File: config.mk
export PLATFORM = sky130hd
export DESIGN_NAME = hashed_tile_threshold_sample_core
export DESIGN_NICKNAME = d
export VERILOG_FILES = /design/src/rtl/htts_pkg.sv /design/src/rtl/htts_chan_wrap.sv /design/src/rtl/htts_seed_mix.sv /design/src/rtl/htts_tile_rank.sv /design/src/rtl/hashed_tile_threshold_sample_core.sv
export SDC_FILE = /design/constraint.sdc
export NUM_CORES = 2
export LEC_CHECK = 0
export ABC_AREA = 0
export BUFFER_PORTS_ARGS = -buffer_cell sky130_fd_sc_hd__buf_2
export CAP_MARGIN = 20
export CORE_UTILIZATION = 45
export DETAILED_ROUTE_END_ITERATION = 16
export GPL_TIMING_DRIVEN = 0
export PLACE_DENSITY = 0.69
export SLEW_MARGIN = 0
export SYNTH_ARGS = -nofsm -noshare
export SYNTH_HDL_FRONTEND = slang
export SYNTH_HIERARCHICAL = 1
export SYNTH_SLANG_ARGS = --single-unit
File: constraint.sdc
create_clock -name aclk -period 17.4 [get_ports aclk]
set_input_delay 1.74 -clock aclk [delete_from_list [all_inputs] [get_ports aclk]]
set_output_delay 1.74 -clock aclk [all_outputs]
set_load 0.02 [all_outputs]
File: src/rtl/htts_pkg.sv
// ============================================================================
// htts_pkg
// Shared constants, types and small hash helpers for the tile threshold core.
// ============================================================================
package htts_pkg;

    localparam int NSTAGE = 12;

    localparam logic [31:0] GOLD_MUL      = 32'h9e3779b9;
    localparam logic [31:0] CHAN_MUL      = 32'h85ebca6b;
    localparam logic [31:0] DEPTH_MUL     = 32'hc2b2ae35;
    localparam logic [31:0] MIX_MUL_A     = 32'h7feb352d;
    localparam logic [31:0] MIX_MUL_B     = 32'h846ca68b;
    localparam logic [31:0] PERM_MUL_A    = 32'he95e1dd5;
    localparam logic [31:0] PERM_MUL_B    = 32'h7feb352d;
    localparam logic [31:0] SCRAMBLE_SALT = 32'h243f6a88;
    localparam logic [31:0] OFFX_ADD      = 32'h68bc21eb;
    localparam logic [31:0] OFFY_XOR      = 32'h02e5be93;
    localparam logic [31:0] SCRX_KEY      = 32'ha511e9b3;
    localparam logic [31:0] SCRY_KEY      = 32'h63d83595;
    localparam logic [31:0] RANK_KEY      = 32'hb7e15162;
    localparam logic [31:0] JIT_X_MUL     = 32'h6a09e667;
    localparam logic [31:0] JIT_Y_MUL     = 32'hbb67ae85;
    localparam logic [28:0] SCALE_MUL     = 29'd65551;
    localparam logic [28:0] SCALE_ROUND   = 29'd2055;

    localparam logic REG_FRAME_INDEX   = 1'b0;
    localparam logic REG_CHANNEL_COUNT = 1'b1;

    typedef struct packed {
        logic [31:0] frame_index;
        logic [7:0]  channel_count;
    } cfg_t;

    function automatic logic [7:0] mod_step(input logic [7:0] rem, input logic b,
                                            input logic [7:0] d);
        logic [8:0] t;
        t = {rem, b};
        if (t >= {1'b0, d}) begin
            t = t - {1'b0, d};
        end
        return t[7:0];
    endfunction

    function automatic logic [5:0] perm6_a(input logic [5:0] v, input logic [5:0] k);
        logic [5:0] x;
        x = v ^ k;
        return x * PERM_MUL_A[5:0];
    endfunction

    function automatic logic [5:0] perm6_b(input logic [5:0] v, input logic [5:0] k);
        logic [5:0] x;
        x = v ^ (v >> 3);
        x = x ^ (x >> 5);
        x = x ^ k;
        return x * PERM_MUL_B[5:0];
    endfunction

    function automatic logic [11:0] perm12_a(input logic [11:0] v, input logic [11:0] k);
        logic [11:0] x;
        x = v ^ k;
        return x * PERM_MUL_A[11:0];
    endfunction

    function automatic logic [11:0] perm12_b(input logic [11:0] v, input logic [11:0] k);
        logic [11:0] x;
        x = v ^ (v >> 3);
        x = x ^ (x >> 5);
        x = x ^ k;
        return x * PERM_MUL_B[11:0];
    endfunction

    function automatic logic [11:0] interleave6(input logic [5:0] x, input logic [5:0] y);
        logic [11:0] r;
        for (int i = 0; i < 6; i++) begin
            r[2*i]     = x[i];
            r[2*i + 1] = y[i];
        end
        return r;
    endfunction

endpackage

File: src/rtl/htts_chan_wrap.sv
// ============================================================================
// htts_chan_wrap
// Two-stage restoring remainder: wraps the signed channel into 0..depth-1.
// ============================================================================
module htts_chan_wrap import htts_pkg::*; (
    input  logic       aclk,
    input  logic [1:0] stage_en,
    input  cfg_t       cfg,
    input  logic [7:0] ch_raw,
    input  logic [5:0] px_in,
    input  logic [5:0] py_in,
    output logic [7:0] ch_out,
    output logic [5:0] px_out,
    output logic [5:0] py_out
);

    logic [7:0] mag;
    logic [7:0] r1_next;
    logic [7:0] r2;
    logic [7:0] ch_next;

    logic [7:0] s1_rem_reg;
    logic [3:0] s1_mag_lo_reg;
    logic       s1_neg_reg;
    logic [5:0] s1_px_reg;
    logic [5:0] s1_py_reg;
    logic [7:0] s2_ch_reg;
    logic [5:0] s2_px_reg;
    logic [5:0] s2_py_reg;

    always_comb begin
        logic [7:0] t;
        mag = ch_raw[7] ? 8'(9'd256 - {1'b0, ch_raw}) : ch_raw;
        t = mod_step(8'd0, mag[7], cfg.channel_count);
        t = mod_step(t, mag[6], cfg.channel_count);
        t = mod_step(t, mag[5], cfg.channel_count);
        r1_next = mod_step(t, mag[4], cfg.channel_count);
    end

    always_comb begin
        logic [7:0] t;
        t = mod_step(s1_rem_reg, s1_mag_lo_reg[3], cfg.channel_count);
        t = mod_step(t, s1_mag_lo_reg[2], cfg.channel_count);
        t = mod_step(t, s1_mag_lo_reg[1], cfg.channel_count);
        r2 = mod_step(t, s1_mag_lo_reg[0], cfg.channel_count);
        if (cfg.channel_count == 8'd0) begin
            ch_next = 8'd0;
        end else if (s1_neg_reg && r2 != 8'd0) begin
            ch_next = cfg.channel_count - r2;
        end else begin
            ch_next = r2;
        end
    end

    always_ff @(posedge aclk) begin
        if (stage_en[0]) begin
            s1_rem_reg    <= r1_next;
            s1_mag_lo_reg <= mag[3:0];
            s1_neg_reg    <= ch_raw[7];
            s1_px_reg     <= px_in;
            s1_py_reg     <= py_in;
        end
        if (stage_en[1]) begin
            s2_ch_reg <= ch_next;
            s2_px_reg <= s1_px_reg;
            s2_py_reg <= s1_py_reg;
        end
    end

    assign ch_out = s2_ch_reg;
    assign px_out = s2_px_reg;
    assign py_out = s2_py_reg;

endmodule

File: src/rtl/htts_seed_mix.sv
// ============================================================================
// htts_seed_mix
// Seed build, two-multiply finaliser and keyed tile offsets, five stages.
// ============================================================================
module htts_seed_mix import htts_pkg::*; (
    input  logic        aclk,
    input  logic [4:0]  stage_en,
    input  cfg_t        cfg,
    input  logic [7:0]  ch_in,
    input  logic [5:0]  px_in,
    input  logic [5:0]  py_in,
    output logic [31:0] seed_out,
    output logic [5:0]  off_x_out,
    output logic [5:0]  off_y_out,
    output logic [5:0]  px_out,
    output logic [5:0]  py_out
);

    logic [31:0] v3_next;
    logic [31:0] m4_next;
    logic [31:0] m5_next;
    logic [31:0] seed6;
    logic [31:0] pk6;
    logic [31:0] pk7;

    logic [31:0] s3_v_reg;
    logic [31:0] s4_m_reg;
    logic [31:0] s5_m_reg;
    logic [31:0] s6_seed_reg;
    logic [5:0]  s6_offa_x_reg;
    logic [5:0]  s6_offa_y_reg;
    logic [31:0] s7_seed_reg;
    logic [5:0]  s7_off_x_reg;
    logic [5:0]  s7_off_y_reg;
    logic [5:0]  px_reg [5];
    logic [5:0]  py_reg [5];

    always_comb begin
        logic [31:0] a;
        logic [31:0] b;
        logic [31:0] c;
        a = cfg.frame_index * GOLD_MUL;
        b = (32'(ch_in) + 32'd1) * CHAN_MUL;
        c = (32'(cfg.channel_count) + 32'd1) * DEPTH_MUL;
        v3_next = a ^ b ^ c;
    end

    assign m4_next = (s3_v_reg ^ (s3_v_reg >> 16)) * MIX_MUL_A;
    assign m5_next = (s4_m_reg ^ (s4_m_reg >> 15)) * MIX_MUL_B;
    assign seed6   = s5_m_reg ^ (s5_m_reg >> 16);
    assign pk6     = seed6 ^ GOLD_MUL;
    assign pk7     = s6_seed_reg ^ GOLD_MUL;

    always_ff @(posedge aclk) begin
        if (stage_en[0]) begin
            s3_v_reg  <= v3_next;
            px_reg[0] <= px_in;
            py_reg[0] <= py_in;
        end
        if (stage_en[1]) begin
            s4_m_reg  <= m4_next;
            px_reg[1] <= px_reg[0];
            py_reg[1] <= py_reg[0];
        end
        if (stage_en[2]) begin
            s5_m_reg  <= m5_next;
            px_reg[2] <= px_reg[1];
            py_reg[2] <= py_reg[1];
        end
        if (stage_en[3]) begin
            s6_seed_reg   <= seed6;
            s6_offa_x_reg <= perm6_a(cfg.frame_index[5:0] + OFFX_ADD[5:0], pk6[5:0]);
            s6_offa_y_reg <= perm6_a(cfg.frame_index[5:0] ^ OFFY_XOR[5:0], pk6[12:7]);
            px_reg[3]     <= px_reg[2];
            py_reg[3]     <= py_reg[2];
        end
        if (stage_en[4]) begin
            s7_seed_reg  <= s6_seed_reg;
            s7_off_x_reg <= perm6_b(s6_offa_x_reg, pk7[14:9]);
            s7_off_y_reg <= perm6_b(s6_offa_y_reg, pk7[21:16]);
            px_reg[4]    <= px_reg[3];
            py_reg[4]    <= py_reg[3];
        end
    end

    assign seed_out  = s7_seed_reg;
    assign off_x_out = s7_off_x_reg;
    assign off_y_out = s7_off_y_reg;
    assign px_out    = px_reg[4];
    assign py_out    = py_reg[4];

endmodule

File: src/rtl/htts_tile_rank.sv
// ============================================================================
// htts_tile_rank
// Tile scramble, Morton rank, rank permutation, jitter and scaling, five stages.
// ============================================================================
module htts_tile_rank import htts_pkg::*; (
    input  logic        aclk,
    input  logic [4:0]  stage_en,
    input  logic [31:0] seed_in,
    input  logic [5:0]  off_x_in,
    input  logic [5:0]  off_y_in,
    input  logic [5:0]  px_in,
    input  logic [5:0]  py_in,
    output logic [15:0] threshold
);

    logic [5:0]  sx;
    logic [5:0]  sy;
    logic [31:0] kx8;
    logic [31:0] ky8;
    logic [31:0] jseed8;
    logic [31:0] kx9;
    logic [31:0] ky9;
    logic [31:0] rk10;
    logic [31:0] rk11;
    logic [11:0] rank12;
    logic [28:0] scaled;

    logic [31:0] s8_seed_reg;
    logic [5:0]  s8_scra_x_reg;
    logic [5:0]  s8_scra_y_reg;
    logic [31:0] s8_j_reg;
    logic [31:0] s9_seed_reg;
    logic [5:0]  s9_scr_x_reg;
    logic [5:0]  s9_scr_y_reg;
    logic [31:0] s9_j_reg;
    logic [31:0] s10_seed_reg;
    logic [11:0] s10_rank_reg;
    logic [31:0] s10_j_reg;
    logic [11:0] s11_rank_reg;
    logic [5:0]  s11_jit_reg;
    logic [15:0] s12_thr_reg;

    assign sx     = px_in + off_x_in;
    assign sy     = py_in + off_y_in;
    assign kx8    = seed_in ^ SCRAMBLE_SALT ^ SCRX_KEY;
    assign ky8    = seed_in ^ SCRAMBLE_SALT ^ SCRY_KEY;
    assign jseed8 = seed_in ^ (32'(sx) * JIT_X_MUL) ^ (32'(sy) * JIT_Y_MUL);
    assign kx9    = s8_seed_reg ^ SCRAMBLE_SALT ^ SCRX_KEY;
    assign ky9    = s8_seed_reg ^ SCRAMBLE_SALT ^ SCRY_KEY;
    assign rk10   = s9_seed_reg ^ RANK_KEY;
    assign rk11   = s10_seed_reg ^ RANK_KEY;
    assign rank12 = s11_rank_reg + {6'd0, s11_jit_reg};
    assign scaled = 29'(rank12) * SCALE_MUL + SCALE_ROUND;

    always_ff @(posedge aclk) begin
        if (stage_en[0]) begin
            s8_seed_reg   <= seed_in;
            s8_scra_x_reg <= perm6_a(sx, kx8[5:0]);
            s8_scra_y_reg <= perm6_a(sy, ky8[5:0]);
            s8_j_reg      <= jseed8;
        end
        if (stage_en[1]) begin
            s9_seed_reg  <= s8_seed_reg;
            s9_scr_x_reg <= perm6_b(s8_scra_x_reg, kx9[14:9]);
            s9_scr_y_reg <= perm6_b(s8_scra_y_reg, ky9[14:9]);
            s9_j_reg     <= (s8_j_reg ^ (s8_j_reg >> 16)) * MIX_MUL_A;
        end
        if (stage_en[2]) begin
            s10_seed_reg <= s9_seed_reg;
            s10_rank_reg <= perm12_a(interleave6(s9_scr_x_reg, s9_scr_y_reg), rk10[11:0]);
            s10_j_reg    <= (s9_j_reg ^ (s9_j_reg >> 15)) * MIX_MUL_B;
        end
        if (stage_en[3]) begin
            s11_rank_reg <= perm12_b(s10_rank_reg, rk11[20:9]);
            s11_jit_reg  <= s10_j_reg[5:0] ^ s10_j_reg[21:16];
        end
        if (stage_en[4]) begin
            s12_thr_reg <= scaled[27:12];
        end
    end

    assign threshold = s12_thr_reg;

endmodule

File: src/rtl/hashed_tile_threshold_sample_core.sv
// ============================================================================
// hashed_tile_threshold_sample_core
// Per-pixel hashed tile dither threshold, twelve-stage pipeline.
// ============================================================================
// Input words on s_* carry a pixel position and a channel number; each yields
// one 16-bit threshold word on m_*. Frame index and channel count are set
// through the cfg_* write port; the user must do so only while the core is
// empty (not enforced by the core); they apply to every word that follows.
// Pipeline: twelve register stages (two remainder stages, five seed/offset
// stages, five rank stages, the last being the output register).
// Throughput: one word per cycle while m_tready is high; no stage chains two multiplies.
// A stage advances when it is empty or the next one advances, so bubbles
// close up and s_tready stays high while any stage is free. When m_tready is
// low the output word holds and the pipe fills behind it; nothing is lost
// or repeated.
// Reset (aresetn low, synchronous) empties the pipe and sets frame index to
// 0 and channel count to 1.
// ============================================================================
module hashed_tile_threshold_sample_core import htts_pkg::*; (
    input  logic        aclk,
    input  logic        aresetn,
    input  logic        s_tvalid,
    output logic        s_tready,
    input  logic [39:0] s_tdata,   // pixel_x[15:0], pixel_y[31:16], channel_number[39:32]
    output logic        m_tvalid,
    input  logic        m_tready,
    output logic [15:0] m_tdata,   // threshold[15:0]
    input  logic        cfg_we,
    input  logic        cfg_index,
    input  logic [31:0] cfg_wdata
);

    cfg_t              cfg;
    logic [31:0]       frame_index_reg;
    logic [7:0]        channel_count_reg;
    logic [NSTAGE-1:0] valid_reg;
    logic [NSTAGE-1:0] valid_next;
    logic [NSTAGE-1:0] valid_in;
    logic [NSTAGE-1:0] adv;

    logic [7:0]  w_ch;
    logic [5:0]  w_px;
    logic [5:0]  w_py;
    logic [31:0] m_seed;
    logic [5:0]  m_off_x;
    logic [5:0]  m_off_y;
    logic [5:0]  m_px;
    logic [5:0]  m_py;

    assign cfg.frame_index   = frame_index_reg;
    assign cfg.channel_count = channel_count_reg;

    assign valid_in = {valid_reg[NSTAGE-2:0], s_tvalid};

    always_comb begin
        adv[NSTAGE-1] = !valid_reg[NSTAGE-1] || m_tready;
        for (int i = NSTAGE - 2; i >= 0; i--) begin
            adv[i] = !valid_reg[i] || adv[i+1];
        end
        for (int i = 0; i < NSTAGE; i++) begin
            valid_next[i] = adv[i] ? valid_in[i] : valid_reg[i];
        end
    end

    always_ff @(posedge aclk) begin
        if (!aresetn) begin
            valid_reg         <= '0;
            frame_index_reg   <= 32'd0;
            channel_count_reg <= 8'd1;
        end else begin
            valid_reg <= valid_next;
            if (cfg_we) begin
                unique case (cfg_index)
                    REG_FRAME_INDEX:   frame_index_reg   <= cfg_wdata;
                    REG_CHANNEL_COUNT: channel_count_reg <= cfg_wdata[7:0];
                endcase
            end
        end
    end

    htts_chan_wrap u_chan_wrap (
        .aclk     (aclk),
        .stage_en (adv[1:0]),
        .cfg      (cfg),
        .ch_raw   (s_tdata[39:32]),
        .px_in    (s_tdata[5:0]),
        .py_in    (s_tdata[21:16]),
        .ch_out   (w_ch),
        .px_out   (w_px),
        .py_out   (w_py)
    );

    htts_seed_mix u_seed_mix (
        .aclk      (aclk),
        .stage_en  (adv[6:2]),
        .cfg       (cfg),
        .ch_in     (w_ch),
        .px_in     (w_px),
        .py_in     (w_py),
        .seed_out  (m_seed),
        .off_x_out (m_off_x),
        .off_y_out (m_off_y),
        .px_out    (m_px),
        .py_out    (m_py)
    );

    htts_tile_rank u_tile_rank (
        .aclk      (aclk),
        .stage_en  (adv[11:7]),
        .seed_in   (m_seed),
        .off_x_in  (m_off_x),
        .off_y_in  (m_off_y),
        .px_in     (m_px),
        .py_in     (m_py),
        .threshold (m_tdata)
    );

    assign s_tready = adv[0];
    assign m_tvalid = valid_reg[NSTAGE-1];

endmodule

==> metrics.txt <==
post-synthesis net count=9880; Worst Path Arrival=13.08 ns; final net count=10.1k; CTS tree=done; met3 wire len=just under 10000 µm; EDFF count, synth=489; Iter 0 DRT Violations=2843; Total Wirelength=around 190000 µm; hold_buf cts=0; Yosys top cell by area=fa_1; synthesized area=79300 µm²; number of I/O pins=96; H-Tree Depth=3; CP dominant cell by count=ha_1; Top Metal Used=met4; Layout area overhead=7.44%; ys async rst share=0; Remaining Overflow, GRT=0; most common cell in the netlist=inv_1; Final GP Congestion=0.991; reg2reg path depth=43; Synth Area per Inst=10.8 µm²; Slew HR=0.224; metal1 wirelength=83200 µm; vias per std cell=5.12; setup repair bufs after CTS=0; core area=around 170000 µm²; share of the synthesized area in the top cell type=0.278; Slew Viols, Final=0; fin crit share=0.726; fmax=79.1 MHz; maxcap violations=0; TNS Setup=0 ns; row count=between 150 and 200; cell with the largest stage delay on the worst path=dfxtp_1; Top FF cell, synth=edfxtp_1; PortBufs=74; Global Route Usage Sum=0.221; CP Capture Type=flop; Routed Antenna Nets=0; R2R setup slack=between 4 and 5 ns; commonest cells in the netlist=inv_1, ha_1, fa_1; Worst EP required=17.84 ns; die area=178000 µm²; final setup fails=0; critical path class=flop to flop; cell count after synthesis=7320; synth warn=6; Critical Path Source Type=flop; Die X=422 µm; Root Buffer=clkbuf_16; sequential cell area fraction in the yosys report=0.198; cts repair resizes=0; crit path from=channel_count_reg[1]; vias in the first global route=54.7k; class of the worst hold path=flop to flop; CTS Buf Count=66; post-DP HPWL=around 170000 µm; die height=422 µm; Least-Margin Pin Slew=about 1.2 ns; final core utilization=0.488; initial core utilization=0.454; CP endpoint=u_chan_wrap/ch_out[5]; Yosys reg bits=541; crit-path max FO=19; met2 WL=92500 µm; first-pass GRT wire length=between 300000 and 400000 µm; Skew-Pair Late Insertion Delay=0.69 ns; WL/cell=around 19 µm; Synth area leaders=fa_1, ha_1, edfxtp_1; r2r startpoint=channel_count_reg[1]; vias=50.6k; clk_skew=0.0514 ns; Netlist cell types=101; clock sink count=around 540; antenna violations before repair=2; max incr delay on CP=1.01 ns; DRT Pass-1 Iters=7; largest net degree at the start of global routing=66; crit path time final=12.64 ns; DRC violations left=0; status=finished, final reports clean; unrepaired setup endpoints after global routing=no; layout cells sized above 1=0.0433; Max Buffers Root-to-Sink=3; Hold Fails Final Rpt=0; CTS clk-pin slew, worst paths=0.07 ns; r2r endpoint=u_chan_wrap/ch_out[5]
## area by class of cell
type | count | area [µm²]
multi-input combinational | 4890 | 56400
clock buffer | 78 | 1740
antenna | 2 | 5.00
buffer | 47 | 265
tap | 2325 | 2910
timing repair buffer | 104 | 703
sequential | 541 | 15700
inverter | 1842 | 6920
fill | 15700 | 89200
clock inverter | 44 | 488
## worst max-delay path: cells and delay by family (launching register included)
kind	cells	cell delay, ns
AOI/OAI and AO/OA	16	4.37
xor gates and xnor gates	1	0.14
adders and majority gates	5	1.80
buffers and inverters	4	1.09
DFF	1	1.01
muxes	3	1.14
and+or+nand+nor	14	2.85
## worst min-delay path by stage
| stage | startpoint | end | slack (ns) | cells past startpoint |
|---|---|---|---|---|
| after floorplan | u_chan_wrap/s1_px_reg[0] | u_chan_wrap/px_out[0] | 0.40 | 0 |
| after CTS | u_chan_wrap/px_out[4] | u_seed_mix/px_reg[0][4] | 0.39 | 0 |
| after detailed placement | u_seed_mix/py_reg[0][5] | u_seed_mix/py_reg[0][11] | 0.40 | 0 |
| after global placement | u_seed_mix/s6_seed_reg[3] | u_seed_mix/seed_out[3] | 0.40 | 0 |
| after global routing | u_seed_mix/s6_seed_reg[28] | u_seed_mix/seed_out[28] | 0.40 | 0 |
| final | u_chan_wrap/px_out[4] | u_seed_mix/px_reg[0][4] | 0.39 | 0 |
## routing by layer
| metal | track usage | vias up |
|---|---|---|
| met2 | 0.372 | 1111 |
| met3 | 0.0318 | 282 |
| met1 | 0.290 | 25300 |
| li1 | - | 23900 |
| met4 | 0.0753 | 0 |
| met5 | 0 | - |
## layout by cell type, fill, tap and decap left out, drive strengths merged, types with 9 or more instances in the layout
cell / count
o21bai: 46
fa: 1100
a21oi: 224
nor2b: 35
xnor2: 640
a211oi: 32
clkinv: 23
nand4: 27
and3: 32
o31a: 9
a21o: 120
and2: 25
nand2: 218
nand2b: 45
o211ai: 15
o21ai: 122
buf: 131
a211o: 14
inv: 1853
a31oi: 21
clkbuf: 98
o21a: 48
or2: 15
nand3: 61
mux2i: 16
mux2: 17
a21boi: 50
nor3: 38
a2111oi: 13
dfxtp: 52
o31ai: 16
edfxtp: 489
xnor3: 9
ha: 1382
or3: 13
xor2: 225
nor2: 153
## cell families after synthesis
| group | share of synthesized area |
|---|---|
| compound gates | 0.0686 |
| simple gates | 0.0434 |
| mux | 0.00463 |
| flops | 0.198 |
| xor+xnor | 0.0983 |
| fa+ha+maj | 0.496 |
| buf+inv | 0.0906 |
## stage by stage
| stage | worst slack [ns] | instance area, µm² | instances | hold slack (ns) |
|---|---|---|---|---|
| finish | 4.76 | 85200 | 9873 | 0.387 |
| global route | 3.65 | 85100 | 9872 | 0.403 |
| CTS | 4.72 | 85100 | 9863 | 0.385 |
| detailed placement | 4.80 | 82900 | 9741 | 0.405 |
| global placement | 4.79 | 82500 | 9719 | 0.401 |
| floorplan | 6.56 | 79300 | 7320 | 0.400 |
Power is left out: the tool's default activity adds up to more than one toggle a clock period on the data nets, which glitch-free logic cannot reach.
